[config.mk]
export PLATFORM = sky130hd
export DESIGN_NAME = http_host_keyword_block
export DESIGN_NICKNAME = d
export VERILOG_FILES = /design/src/rtl/hkw_pkg.sv /design/src/rtl/http_host_keyword_block.sv /design/src/rtl/hkw_front.sv /design/src/rtl/hkw_queue.sv /design/src/rtl/hkw_back.sv
export SDC_FILE = /design/constraint.sdc
export NUM_CORES = 1
export LEC_CHECK = 0
export BUFFER_PORTS_ARGS = -buffer_cell sky130_fd_sc_hd__clkbuf_2
export CAP_MARGIN = 20
export CORE_MARGIN = 5
export CORE_UTILIZATION = 30
export CTS_CLUSTER_DIAMETER = 50
export DETAILED_ROUTE_END_ITERATION = 8
export SYNTH_ARGS = -nofsm -noshare
export SYNTH_HDL_FRONTEND = slang
export SYNTH_SLANG_ARGS = --single-unit
export TNS_END_PERCENT = 5
[constraint.sdc]
create_clock -name i_clk -period 7.8 [get_ports i_clk]
set_input_delay 0.39 -clock i_clk [delete_from_list [all_inputs] [get_ports i_clk]]
set_output_delay 0.39 -clock i_clk [all_outputs]
set_load 0.03 [all_outputs]
[src/rtl/hkw_pkg.sv]
// Shared package for the HTTP Host keyword block: constants, reset values,
// register indexes and the structs passed between the front, queue and back.
// No dependencies.
`default_nettype none

package hkw_pkg;

    // Parameter defaults.
    localparam int MAX_PACKET_BYTES_DEF  = 65535;
    localparam int KEYWORD_MAX_BYTES_DEF = 8;

    // Depth of the queue between the front and the back.
    localparam int QUEUE_DEPTH = 4;

    // Fixed widths.
    localparam int KW_W    = 64;  // keyword register
    localparam int KLEN_W  = 4;   // keyword length register
    localparam int WIN_W   = 8;   // Host search window register
    localparam int LINE_W  = 16;  // position within the Host line
    localparam int ARITH_W = 17;  // working width for position sums
    localparam int CFG_IDX_W = 2;

    // Configuration register indexes.
    localparam logic [CFG_IDX_W-1:0] CFG_KEYWORD = 2'd0;
    localparam logic [CFG_IDX_W-1:0] CFG_KW_LEN  = 2'd1;
    localparam logic [CFG_IDX_W-1:0] CFG_WINDOW  = 2'd2;

    // Configuration reset values: a six-byte keyword, length 6, window 60.
    localparam logic [KW_W-1:0]   KW_RESET   = 64'd119199962524007;
    localparam logic [KLEN_W-1:0] KLEN_RESET = 4'd6;
    localparam logic [WIN_W-1:0]  WIN_RESET  = 8'd60;

    // Protocol constants.
    localparam logic [31:0] HOST_WORD     = 32'h486F7374;  // "Host"
    localparam logic [7:0]  CHAR_CR       = 8'h0D;
    localparam logic [7:0]  CHAR_LF       = 8'h0A;
    localparam logic [7:0]  PROTO_TCP     = 8'd6;
    localparam logic [3:0]  MIN_HDR_WORDS = 4'd5;
    localparam int          PROTO_OFFSET  = 9;
    localparam int          HOST_TAIL     = 3;   // offset of 't' from 'H'

    // One classified byte handed from the front to the back.
    typedef struct packed {
        logic [7:0] data;
        logic       last;
        logic       scan;  // byte lies below the packet size limit
    } t_item;

    // One verdict.
    typedef struct packed {
        logic drop_packet;
        logic is_tcp;
        logic host_seen;
    } t_verdict;

endpackage

`default_nettype wire

[src/rtl/http_host_keyword_block.sv]
// HTTP Host keyword filter, top level: configuration registers, front end,
// queue and back end. Depends on hkw_pkg, hkw_front, hkw_queue, hkw_back.
// One packet byte per cycle; the input stalls only once a waiting verdict holds a
// last byte back and the four-entry queue has filled. A last byte passes through the
// queue, and its verdict is then held in the verdict register until it transfers.
// Synchronous active-low reset empties the queue, clears state, loads the defaults.
`default_nettype none

module http_host_keyword_block #(
    parameter int MAX_PACKET_BYTES  = hkw_pkg::MAX_PACKET_BYTES_DEF,
    parameter int KEYWORD_MAX_BYTES = hkw_pkg::KEYWORD_MAX_BYTES_DEF
) (
    input  wire logic                           i_clk,
    input  wire logic                           i_rst_n,
    // Packet byte channel.
    input  wire logic                           i_in_valid,
    output logic                                o_in_stall,
    input  wire logic [7:0]                     i_packet_byte,
    input  wire logic                           i_last_byte,
    // Verdict channel.
    output logic                                o_out_valid,
    input  wire logic                           i_out_stall,
    output logic                                o_drop_packet,
    output logic                                o_is_tcp,
    output logic                                o_host_seen,
    // Configuration write channel.
    input  wire logic                           i_cfg_valid,
    output logic                                o_cfg_ready,
    input  wire logic [hkw_pkg::CFG_IDX_W-1:0]  i_cfg_index,
    input  wire logic [hkw_pkg::KW_W-1:0]       i_cfg_data
);

    // Byte offsets within a packet run up to the size limit.
    localparam int OFS_W = $clog2(MAX_PACKET_BYTES + 1);
    localparam int QW    = OFS_W + $bits(hkw_pkg::t_item);

    logic [hkw_pkg::KW_W-1:0]   r_keyword;
    logic [hkw_pkg::KLEN_W-1:0] r_kw_len;
    logic [hkw_pkg::WIN_W-1:0]  r_window;

    logic               push;
    logic               pop;
    logic               queue_full;
    logic               head_valid;
    hkw_pkg::t_item     front_item;
    hkw_pkg::t_item     head_item;
    logic [OFS_W-1:0]   front_pos;
    logic [OFS_W-1:0]   head_pos;
    logic [QW-1:0]      head_data;
    hkw_pkg::t_verdict  verdict;

    // Configuration writes are always taken. Writes to an index beyond the
    // register list complete the transfer and change nothing.
    assign o_cfg_ready = 1'b1;

    always_ff @(posedge i_clk) begin
        if (!i_rst_n) begin
            r_keyword <= hkw_pkg::KW_RESET;
            r_kw_len  <= hkw_pkg::KLEN_RESET;
            r_window  <= hkw_pkg::WIN_RESET;
        end else if (i_cfg_valid && o_cfg_ready) begin
            case (i_cfg_index)
                hkw_pkg::CFG_KEYWORD: r_keyword <= i_cfg_data;
                hkw_pkg::CFG_KW_LEN:  r_kw_len  <= i_cfg_data[hkw_pkg::KLEN_W-1:0];
                hkw_pkg::CFG_WINDOW:  r_window  <= i_cfg_data[hkw_pkg::WIN_W-1:0];
                default: begin
                end
            endcase
        end
    end

    // The front end tags each byte with its offset and whether it lies below
    // the size limit, then hands it to the queue.
    hkw_front #(
        .MAX_PACKET_BYTES (MAX_PACKET_BYTES),
        .OFS_W            (OFS_W)
    ) u_front (
        .i_clk         (i_clk),
        .i_rst_n       (i_rst_n),
        .i_in_valid    (i_in_valid),
        .i_packet_byte (i_packet_byte),
        .i_last_byte   (i_last_byte),
        .i_queue_full  (queue_full),
        .o_in_stall    (o_in_stall),
        .o_push        (push),
        .o_item        (front_item),
        .o_pos         (front_pos)
    );

    // The queue lets the front keep taking bytes while a verdict waits at the
    // output.
    hkw_queue #(
        .WIDTH (QW),
        .DEPTH (hkw_pkg::QUEUE_DEPTH)
    ) u_queue (
        .i_clk   (i_clk),
        .i_rst_n (i_rst_n),
        .i_push  (push),
        .i_data  ({front_pos, front_item}),
        .i_pop   (pop),
        .o_full  (queue_full),
        .o_valid (head_valid),
        .o_data  (head_data)
    );

    assign head_pos  = head_data[QW-1 -: OFS_W];
    assign head_item = hkw_pkg::t_item'(head_data[$bits(hkw_pkg::t_item)-1:0]);

    // The back end runs the header walk, the Host search and the keyword
    // match, and holds the verdict in its output register.
    hkw_back #(
        .KEYWORD_MAX_BYTES (KEYWORD_MAX_BYTES),
        .OFS_W             (OFS_W)
    ) u_back (
        .i_clk        (i_clk),
        .i_rst_n      (i_rst_n),
        .i_head_valid (head_valid),
        .i_head       (head_item),
        .i_head_pos   (head_pos),
        .o_pop        (pop),
        .i_keyword    (r_keyword),
        .i_kw_len     (r_kw_len),
        .i_window     (r_window),
        .o_out_valid  (o_out_valid),
        .i_out_stall  (i_out_stall),
        .o_verdict    (verdict)
    );

    assign o_drop_packet = verdict.drop_packet;
    assign o_is_tcp      = verdict.is_tcp;
    assign o_host_seen   = verdict.host_seen;

endmodule

`default_nettype wire

[src/rtl/hkw_front.sv]
// Front end of the Host keyword block: takes packet bytes, counts the byte
// offset within the packet and tags each byte for the back end.
// Depends on hkw_pkg.
`default_nettype none

module hkw_front #(
    parameter int MAX_PACKET_BYTES = hkw_pkg::MAX_PACKET_BYTES_DEF,
    parameter int OFS_W            = $clog2(MAX_PACKET_BYTES + 1)
) (
    input  wire logic             i_clk,
    input  wire logic             i_rst_n,
    input  wire logic             i_in_valid,
    input  wire logic [7:0]       i_packet_byte,
    input  wire logic             i_last_byte,
    input  wire logic             i_queue_full,
    output logic                  o_in_stall,
    output logic                  o_push,
    output hkw_pkg::t_item        o_item,
    output logic [OFS_W-1:0]      o_pos
);

    localparam logic [OFS_W-1:0] POS_LIMIT = OFS_W'(MAX_PACKET_BYTES);

    logic [OFS_W-1:0] r_pos;
    logic [OFS_W-1:0] n_pos;
    logic             scan;

    assign o_in_stall = i_queue_full;
    assign o_push     = i_in_valid && !i_queue_full;
    assign scan       = (r_pos < POS_LIMIT);

    assign o_item.data = i_packet_byte;
    assign o_item.last = i_last_byte;
    assign o_item.scan = scan;
    assign o_pos       = r_pos;

    // The offset stops counting at the size limit and restarts with each packet.
    always_comb begin
        n_pos = r_pos;
        if (o_push) begin
            if (i_last_byte) begin
                n_pos = '0;
            end else if (scan) begin
                n_pos = r_pos + OFS_W'(1);
            end
        end
    end

    always_ff @(posedge i_clk) begin
        if (!i_rst_n) begin
            r_pos <= '0;
        end else begin
            r_pos <= n_pos;
        end
    end

endmodule

`default_nettype wire

[src/rtl/hkw_queue.sv]
// Short first-in first-out queue between the front and back of the Host
// keyword block. Generic over the entry width.
// Depends on hkw_pkg for its default depth.
`default_nettype none

module hkw_queue #(
    parameter int WIDTH = 8,
    parameter int DEPTH = hkw_pkg::QUEUE_DEPTH
) (
    input  wire logic             i_clk,
    input  wire logic             i_rst_n,
    input  wire logic             i_push,
    input  wire logic [WIDTH-1:0] i_data,
    input  wire logic             i_pop,
    output logic                  o_full,
    output logic                  o_valid,
    output logic [WIDTH-1:0]      o_data
);

    localparam int PW = (DEPTH > 1) ? $clog2(DEPTH) : 1;
    localparam int CW = $clog2(DEPTH + 1);

    logic [WIDTH-1:0] r_mem [DEPTH];
    logic [PW-1:0]    r_wr;
    logic [PW-1:0]    r_rd;
    logic [CW-1:0]    r_count;

    assign o_full  = (r_count == CW'(DEPTH));
    assign o_valid = (r_count != '0);
    assign o_data  = r_mem[r_rd];

    always_ff @(posedge i_clk) begin
        if (i_push) begin
            r_mem[r_wr] <= i_data;
        end
    end

    always_ff @(posedge i_clk) begin
        if (!i_rst_n) begin
            r_wr    <= '0;
            r_rd    <= '0;
            r_count <= '0;
        end else begin
            if (i_push) begin
                r_wr <= (r_wr == PW'(DEPTH - 1)) ? '0 : r_wr + PW'(1);
            end
            if (i_pop) begin
                r_rd <= (r_rd == PW'(DEPTH - 1)) ? '0 : r_rd + PW'(1);
            end
            if (i_push && !i_pop) begin
                r_count <= r_count + CW'(1);
            end else if (!i_push && i_pop) begin
                r_count <= r_count - CW'(1);
            end
        end
    end

endmodule

`default_nettype wire

[src/rtl/hkw_back.sv]
// Back end of the Host keyword block: walks the IP header, searches for the
// Host line, matches the keyword in it and registers the verdict.
// Depends on hkw_pkg.
`default_nettype none

module hkw_back #(
    parameter int KEYWORD_MAX_BYTES = hkw_pkg::KEYWORD_MAX_BYTES_DEF,
    parameter int OFS_W             = 16
) (
    input  wire logic                        i_clk,
    input  wire logic                        i_rst_n,
    input  wire logic                        i_head_valid,
    input  wire hkw_pkg::t_item              i_head,
    input  wire logic [OFS_W-1:0]            i_head_pos,
    output logic                             o_pop,
    input  wire logic [hkw_pkg::KW_W-1:0]    i_keyword,
    input  wire logic [hkw_pkg::KLEN_W-1:0]  i_kw_len,
    input  wire logic [hkw_pkg::WIN_W-1:0]   i_window,
    output logic                             o_out_valid,
    input  wire logic                        i_out_stall,
    output hkw_pkg::t_verdict                o_verdict
);

    localparam int AW = hkw_pkg::ARITH_W;
    localparam int LW = hkw_pkg::LINE_W;
    localparam logic [hkw_pkg::KLEN_W-1:0] KMAX = hkw_pkg::KLEN_W'(KEYWORD_MAX_BYTES);

    typedef enum logic [2:0] {
        PH_IP,
        PH_SEARCH,
        PH_LINE,
        PH_TAIL,
        PH_DONE
    } t_phase;

    // Per-packet state.
    t_phase      r_phase, n_phase;
    logic [3:0]  r_hw, n_hw;
    logic        r_tcp, n_tcp;
    logic        r_host, n_host;
    logic        r_match, n_match;
    logic [63:0] r_recent, n_recent;
    logic [LW-1:0] r_lbc, n_lbc;
    logic [LW-1:0] r_line_end, n_line_end;

    // Keyword realigned to the byte history: lane j holds the keyword byte
    // expected j bytes before the newest one.
    logic [7:0]  r_want [8];
    logic [7:0]  r_mask;
    logic [hkw_pkg::KLEN_W-1:0] r_n;

    logic [hkw_pkg::KLEN_W-1:0] eff_len;
    logic [7:0]  want_c [8];
    logic [7:0]  mask_c;

    logic        r_out_valid;
    hkw_pkg::t_verdict r_verdict;
    hkw_pkg::t_verdict verdict_c;

    logic [63:0] recent_c;
    logic [7:0]  byte_eq;
    logic        bytes_ok;
    logic        kw_hit;
    logic [LW-1:0] lbc_inc;
    logic [LW-1:0] rel_sel;
    logic [3:0]  hw_new;
    logic        tcp_new;
    logic [3:0]  hw_eff;
    logic [5:0]  tcp_start;
    logic [AW-1:0] pos_w, q_w, win_w, s_w, n_w;
    logic        s_neg, lf_end;

    assign o_pop = i_head_valid && (!i_head.last || !r_out_valid || !i_out_stall);
    assign o_out_valid = r_out_valid;
    assign o_verdict   = r_verdict;

    // Keyword alignment, refreshed every cycle from the registers.
    always_comb begin
        logic [3:0] idx;
        eff_len = (i_kw_len > KMAX) ? KMAX : i_kw_len;
        for (int j = 0; j < 8; j++) begin
            idx       = eff_len - 4'(j + 1);
            mask_c[j] = (4'(j) < eff_len);
            want_c[j] = i_keyword[8*idx[2:0] +: 8];
        end
    end

    // Matching against the byte history after this byte is shifted in.
    always_comb begin
        recent_c = {r_recent[55:0], i_head.data};
        for (int j = 0; j < 8; j++) begin
            byte_eq[j] = !r_mask[j] || (recent_c[8*j +: 8] == r_want[j]);
        end
        bytes_ok = &byte_eq;
        lbc_inc  = (r_lbc != {LW{1'b1}}) ? r_lbc + LW'(1) : r_lbc;
        rel_sel  = (r_phase == PH_SEARCH) ? LW'(hkw_pkg::HOST_TAIL) : lbc_inc;
        kw_hit   = (r_n != '0) && ((AW'(rel_sel) + AW'(1)) >= AW'(r_n)) && bytes_ok;
    end

    // Header fields and position arithmetic.
    always_comb begin
        pos_w   = AW'(i_head_pos);
        hw_new  = (r_phase == PH_IP && pos_w == '0) ? i_head.data[3:0] : r_hw;
        tcp_new = (r_phase == PH_IP && pos_w == AW'(hkw_pkg::PROTO_OFFSET))
                  ? (i_head.data == hkw_pkg::PROTO_TCP) : r_tcp;
        hw_eff  = (hw_new < hkw_pkg::MIN_HDR_WORDS) ? hkw_pkg::MIN_HDR_WORDS : hw_new;
        tcp_start = {hw_eff, 2'b00};
        q_w     = pos_w - AW'(tcp_start);
        win_w   = AW'(i_window);
        n_w     = AW'(r_n);
        // Start of a keyword ending at the newest byte; below zero counts as
        // past the line end.
        s_neg   = (AW'(lbc_inc) + AW'(1)) < n_w;
        s_w     = AW'(lbc_inc) + AW'(1) - n_w;
        lf_end  = (i_head.data == hkw_pkg::CHAR_LF) && (recent_c[15:8] == hkw_pkg::CHAR_CR);
    end

    always_comb begin
        n_phase    = r_phase;
        n_hw       = r_hw;
        n_tcp      = r_tcp;
        n_host     = r_host;
        n_match    = r_match;
        n_recent   = r_recent;
        n_lbc      = r_lbc;
        n_line_end = r_line_end;

        if (o_pop && i_head.scan) begin
            n_recent = recent_c;
            unique case (r_phase)
                PH_IP: begin
                    n_hw  = hw_new;
                    n_tcp = tcp_new;
                    if (pos_w == AW'(hkw_pkg::PROTO_OFFSET) && !tcp_new) begin
                        n_phase = PH_DONE;
                    end
                    if (tcp_new && pos_w >= AW'(hkw_pkg::PROTO_OFFSET) &&
                        (pos_w + AW'(1)) == AW'(tcp_start)) begin
                        n_phase = PH_SEARCH;
                    end
                end
                PH_SEARCH: begin
                    if (q_w >= AW'(hkw_pkg::HOST_TAIL) &&
                        (q_w - AW'(hkw_pkg::HOST_TAIL)) < win_w &&
                        recent_c[31:0] == hkw_pkg::HOST_WORD) begin
                        n_host  = 1'b1;
                        n_lbc   = LW'(hkw_pkg::HOST_TAIL);
                        n_phase = PH_LINE;
                        if (kw_hit) begin
                            n_match = 1'b1;
                        end
                    end else if ((q_w + AW'(1)) >= (win_w + AW'(hkw_pkg::HOST_TAIL))) begin
                        n_phase = PH_DONE;
                    end
                end
                PH_LINE: begin
                    n_lbc = lbc_inc;
                    if (lf_end) begin
                        // The keyword may not start on the LF itself.
                        n_line_end = lbc_inc - LW'(1);
                        if (r_n >= 4'd2 && kw_hit) begin
                            n_match = 1'b1;
                        end
                        n_phase = (r_n >= 4'd3) ? PH_TAIL : PH_DONE;
                    end else if (kw_hit) begin
                        n_match = 1'b1;
                    end
                end
                PH_TAIL: begin
                    n_lbc = lbc_inc;
                    if (!s_neg && s_w <= AW'(r_line_end) && kw_hit) begin
                        n_match = 1'b1;
                    end
                    if (s_neg || s_w >= AW'(r_line_end)) begin
                        n_phase = PH_DONE;
                    end
                end
                PH_DONE: begin
                end
                default: begin
                    n_phase = PH_DONE;
                end
            endcase
        end

        verdict_c.drop_packet = n_tcp & n_match;
        verdict_c.is_tcp      = n_tcp;
        verdict_c.host_seen   = n_host;

        if (o_pop && i_head.last) begin
            n_phase    = PH_IP;
            n_hw       = '0;
            n_tcp      = 1'b0;
            n_host     = 1'b0;
            n_match    = 1'b0;
            n_recent   = '0;
            n_lbc      = '0;
            n_line_end = '0;
        end
    end

    always_ff @(posedge i_clk) begin
        r_want    <= want_c;
        r_mask    <= mask_c;
        r_n       <= eff_len;
        if (o_pop && i_head.last) begin
            r_verdict <= verdict_c;
        end
        if (!i_rst_n) begin
            r_phase     <= PH_IP;
            r_hw        <= '0;
            r_tcp       <= 1'b0;
            r_host      <= 1'b0;
            r_match     <= 1'b0;
            r_recent    <= '0;
            r_lbc       <= '0;
            r_line_end  <= '0;
            r_out_valid <= 1'b0;
        end else begin
            r_phase    <= n_phase;
            r_hw       <= n_hw;
            r_tcp      <= n_tcp;
            r_host     <= n_host;
            r_match    <= n_match;
            r_recent   <= n_recent;
            r_lbc      <= n_lbc;
            r_line_end <= n_line_end;
            if (o_pop && i_head.last) begin
                r_out_valid <= 1'b1;
            end else if (!i_out_stall) begin
                r_out_valid <= 1'b0;
            end
        end
    end

endmodule

`default_nettype wire

==> flow_summary.toml <==
[critical_path]
path_max_fanout = 27
critPathBufInv = 2
critPathArrivalTime_ns = 7.82
worst_ep_required_time_ns = 8.29
critPathTopFamily = "simple AND/OR/NAND/NOR gates"
critPathMostFrequentCell = "sky130_fd_sc_hd__or4_1"
critPathLaunchType = "flop"
timing.setup.critical_path_class = "flop to flop"
timing.critical_path.slowest_cell_delay_ns = 0.67
cp_cell_sequence = "mux4_2 > or4_1 > nor4_4 > buf_4 > mux2i_1 > inv_1 > fa_1 > nor2b_2 > nand3_1 > mux2_2 > nor3_1 > xnor2_1 > ha_1 > nor4b_1 > nand4_1 > nor4_1 > nand4_1 > or4_1 > a211oi_2 > a21oi_1 > or3_4 > or4_1 > a21oi_1"
critPathCaptureType = "flop"
critical_path.slowest_cell = "sky130_fd_sc_hd__or4_1"

[sta]
rsz0062_at_grt = "no"
timing.max_slew.rel_slack_pct = 30.11
setup_total_negative_slack_ns = 0
fin_skew_ns = 0.01778
timing.fmax_mhz = 136.4
least_setup_slack_across_all_paths_after_layout_ns = 0.4709
hold_violations = 0
setup_viol = 0
timing_worst_slew_pin_value_ns = 1.047
holdWs_ns = 0.02776
fin_crit_sh_pct = 93.96
finalMaxSlewViolations = 0
post-route-min-period_ns = 7.329

[placed_design]
gp_congestion = 0.8706
dp_cells = 3004
port-buffer-count = 84
place_ws_ns = -0.06069
dp_hpwl_um = 41230

[die]
fp.dieH_um = 271.2
dieWidth_um = 271.2
coreArea_sq_um = 67400
top_level_ports = 86
die_area_sq_um = 73570
row_count = 95
initial_utilization_pct = 30.38

[synth]
yosysTopAreaCell = "sky130_fd_sc_hd__dfxtp_1"
yosys.cell_types.count = 84
synth_sequential_area_ratio_pct = 42.58
synth_seq_cells = 382
synth_area_sq_um = 20470
synth_edf_count = 107
synth.area.top_cells = "sky130_fd_sc_hd__dfxtp_1 (27%), sky130_fd_sc_hd__edfxtp_1 (16%), sky130_fd_sc_hd__mux2i_1 (8.0%)"
async_reset_ff_share_pct = 0
syn_nets = 2257
yosys_warnings = 0
synth.top_cell.area_share_pct = 26.89
syn_avg_cell_area_sq_um = 9.704
postSynthCellCount = 2110
prevailing_post_synth_register_cell = "sky130_fd_sc_hd__dfxtp_1"

[route]
vias = 15931
avgViaCountPerCell = 5.146
drt.antenna.violating_nets = 0
post-route-drc-count = 0
wl_um = 55800
route.detailed.wl_per_inst_um = 18.02
detailedRoute.firstPassIterationCount = 5
drt_iter0_markers = 1233

[finish]
antenna-diode-count = 0
post_route_cells_drive_above_1_share_pct = 15.20
stdcell_count = 3096
nNetsFinal = 2332
area_growth_syn_to_layout_pct = 14.64
final_common_cell = "sky130_fd_sc_hd__nand2_1"
most-common-layout-cells = "sky130_fd_sc_hd__nand2_1 (332), sky130_fd_sc_hd__dfxtp_1 (274), sky130_fd_sc_hd__mux2i_1 (163)"

[global_routing]
wire_length_of_the_first_global_routing_pass_um = 87190
pin_count_of_the_biggest_net_entering_global_routing = 84
grt_use_total_pct = 14.51
antenna_found_initial = 0
globalRouteOverflowTotal = 0
grt_pass1_vias = 15493

[clocking]
cts-htree-levels = 2
worst_setup_hold_path_clk_slew_ns = 0.06
cts_buffers = 46
clock_tree_from_tritoncts = "built"
clockBufferDepth = 3
clk_latency_ns = 0.58
cts.sinks = 382
cts-root-buf = "sky130_fd_sc_hd__clkbuf_16"

[status]
status = "finished, final reports clean"

[flow_run]
max-cap-violations = 0

[power]
pwr_density_cell_nw_per_um2 = 303.6
total_leakage_power_uw = 0.008770
irDropWorstVdd_uv = 193.5

[min_path]
hold_path_class = "input pin to flop"
## metrics by stage
stage / power [uW] / utilization (%) / area, sq um
finish: 7126 / 34.83 / 23470
global route: 7557 / 34.83 / 23470
CTS: 7146 / 34.76 / 23430
detailed placement: 5052 / 32.53 / 21920
global placement: 4996 / 32.53 / 21920
floorplan: 4308 / - / 20470
## report_power, final
part	leakage, uW	internal [uW]	switching, uW
registers	0.00329	2210	156
clock network	0.000733	1210	863
logic	0.00475	1070	1610
total	0.00877	4490	2630
## worst min-delay path, delay by kind of cell
kind	cells	cell delay, ns
buffers and inverters	1	0.07
AND/OR/NAND/NOR	2	0.10
## cells in the mapped netlist, types with 9 or more instances
cell and n:
sky130_fd_sc_hd__nand2_1 333, sky130_fd_sc_hd__dfxtp_1 275, sky130_fd_sc_hd__mux2i_1 163, sky130_fd_sc_hd__xnor2_1 138
sky130_fd_sc_hd__a21oi_1 108, sky130_fd_sc_hd__edfxtp_1 107, sky130_fd_sc_hd__nor2_1 88, sky130_fd_sc_hd__clkbuf_1 81
sky130_fd_sc_hd__mux2_2 71, sky130_fd_sc_hd__ha_1 64, sky130_fd_sc_hd__nand3_1 60, sky130_fd_sc_hd__inv_1 55
sky130_fd_sc_hd__o21ai_0 50, sky130_fd_sc_hd__nand4_1 43, sky130_fd_sc_hd__a21boi_0 41, sky130_fd_sc_hd__nor3_1 29
sky130_fd_sc_hd__nor2b_1 26, sky130_fd_sc_hd__xor2_1 26, sky130_fd_sc_hd__mux4_2 25, sky130_fd_sc_hd__or3_1 25
sky130_fd_sc_hd__nor4_1 22, sky130_fd_sc_hd__and2_1 19, sky130_fd_sc_hd__a21o_1 18, sky130_fd_sc_hd__buf_1 17
sky130_fd_sc_hd__and3_1 16, sky130_fd_sc_hd__a211oi_1 15, sky130_fd_sc_hd__nand2b_1 14, sky130_fd_sc_hd__nand3b_1 11
sky130_fd_sc_hd__nor3b_1 10, sky130_fd_sc_hd__and4_1 9, sky130_fd_sc_hd__or4_1 9
## layout make-up
class,instances,area [sq um]
fillers,6695,43920
well taps,873,1092
clock inverters,19,150.1
clock buffers,67,1343
inverters,57,214.0
repair buffers,136,813.3
multi-input cells,1562,11140
flip-flops and latches,382,8722
## worst paths after layout
path | slack [ns] | depth (start not counted) | endpoint | start
worst max-delay path | 0.47 | 23 | u_back.r_lbc[3]$_SDFFE_PP0P_ | flop
worst min-delay path | 0.03 | 3 | r_keyword[29]$_SDFFE_PN1P_ | i_cfg_data[29]
worst min register to register | 0.47 | 2 | u_back.r_recent[48]$_SDFFE_PP0P_ | u_back.r_recent[48]$_SDFFE_PP0P_
worst max register to register | 0.47 | 23 | u_back.r_lbc[3]$_SDFFE_PP0P_ | flop
## routing by layer
layer | part of all wire, % | track usage (%) | wire length (um) | vias to the layer above
met5 | 0 | 0 | 0 | -
met4 | 1.5 | 2.843 | 829 | 0
met3 | 4.9 | 2.111 | 2735 | 53
met2 | 47 | 24.25 | 26330 | 371
met1 | 46 | 20.15 | 25910 | 7766
li1 | - | - | - | 7741
## sequential cells by signal, indices dropped and copies added, names as in the netlist, 4 cells and up, named ones only
register	flops
r_keyword	64
r_kw_len	4
r_window	8
u_back.r_hw	4
u_back.r_lbc	16
u_back.r_line_end	16
u_back.r_mask	8
u_back.r_recent	56
u_back.r_want	64
u_front.o_pos	16
u_queue.r_mem	104
## timing repair
action / CTS / global route
endpoints found under the hold margin: 1 / 0
buffers inserted: 0 / 5
hold buffers: 1 / 0
resized for setup: 1 / 3
endpoints found under the setup margin: 5 / 16
## cell families after synthesis
logic type / after synthesis / synth area share (%)
simple gates: 748 / 18.00
flops: 382 / 42.58
compound gates: 323 / 10.35
mux: 259 / 14.62
buf+inv: 166 / 3.214
xor+xnor: 164 / 7.015
fa+ha+maj: 67 / 4.204
other cells: 1 / 0.01832
(Power assumes the default switching activity.)
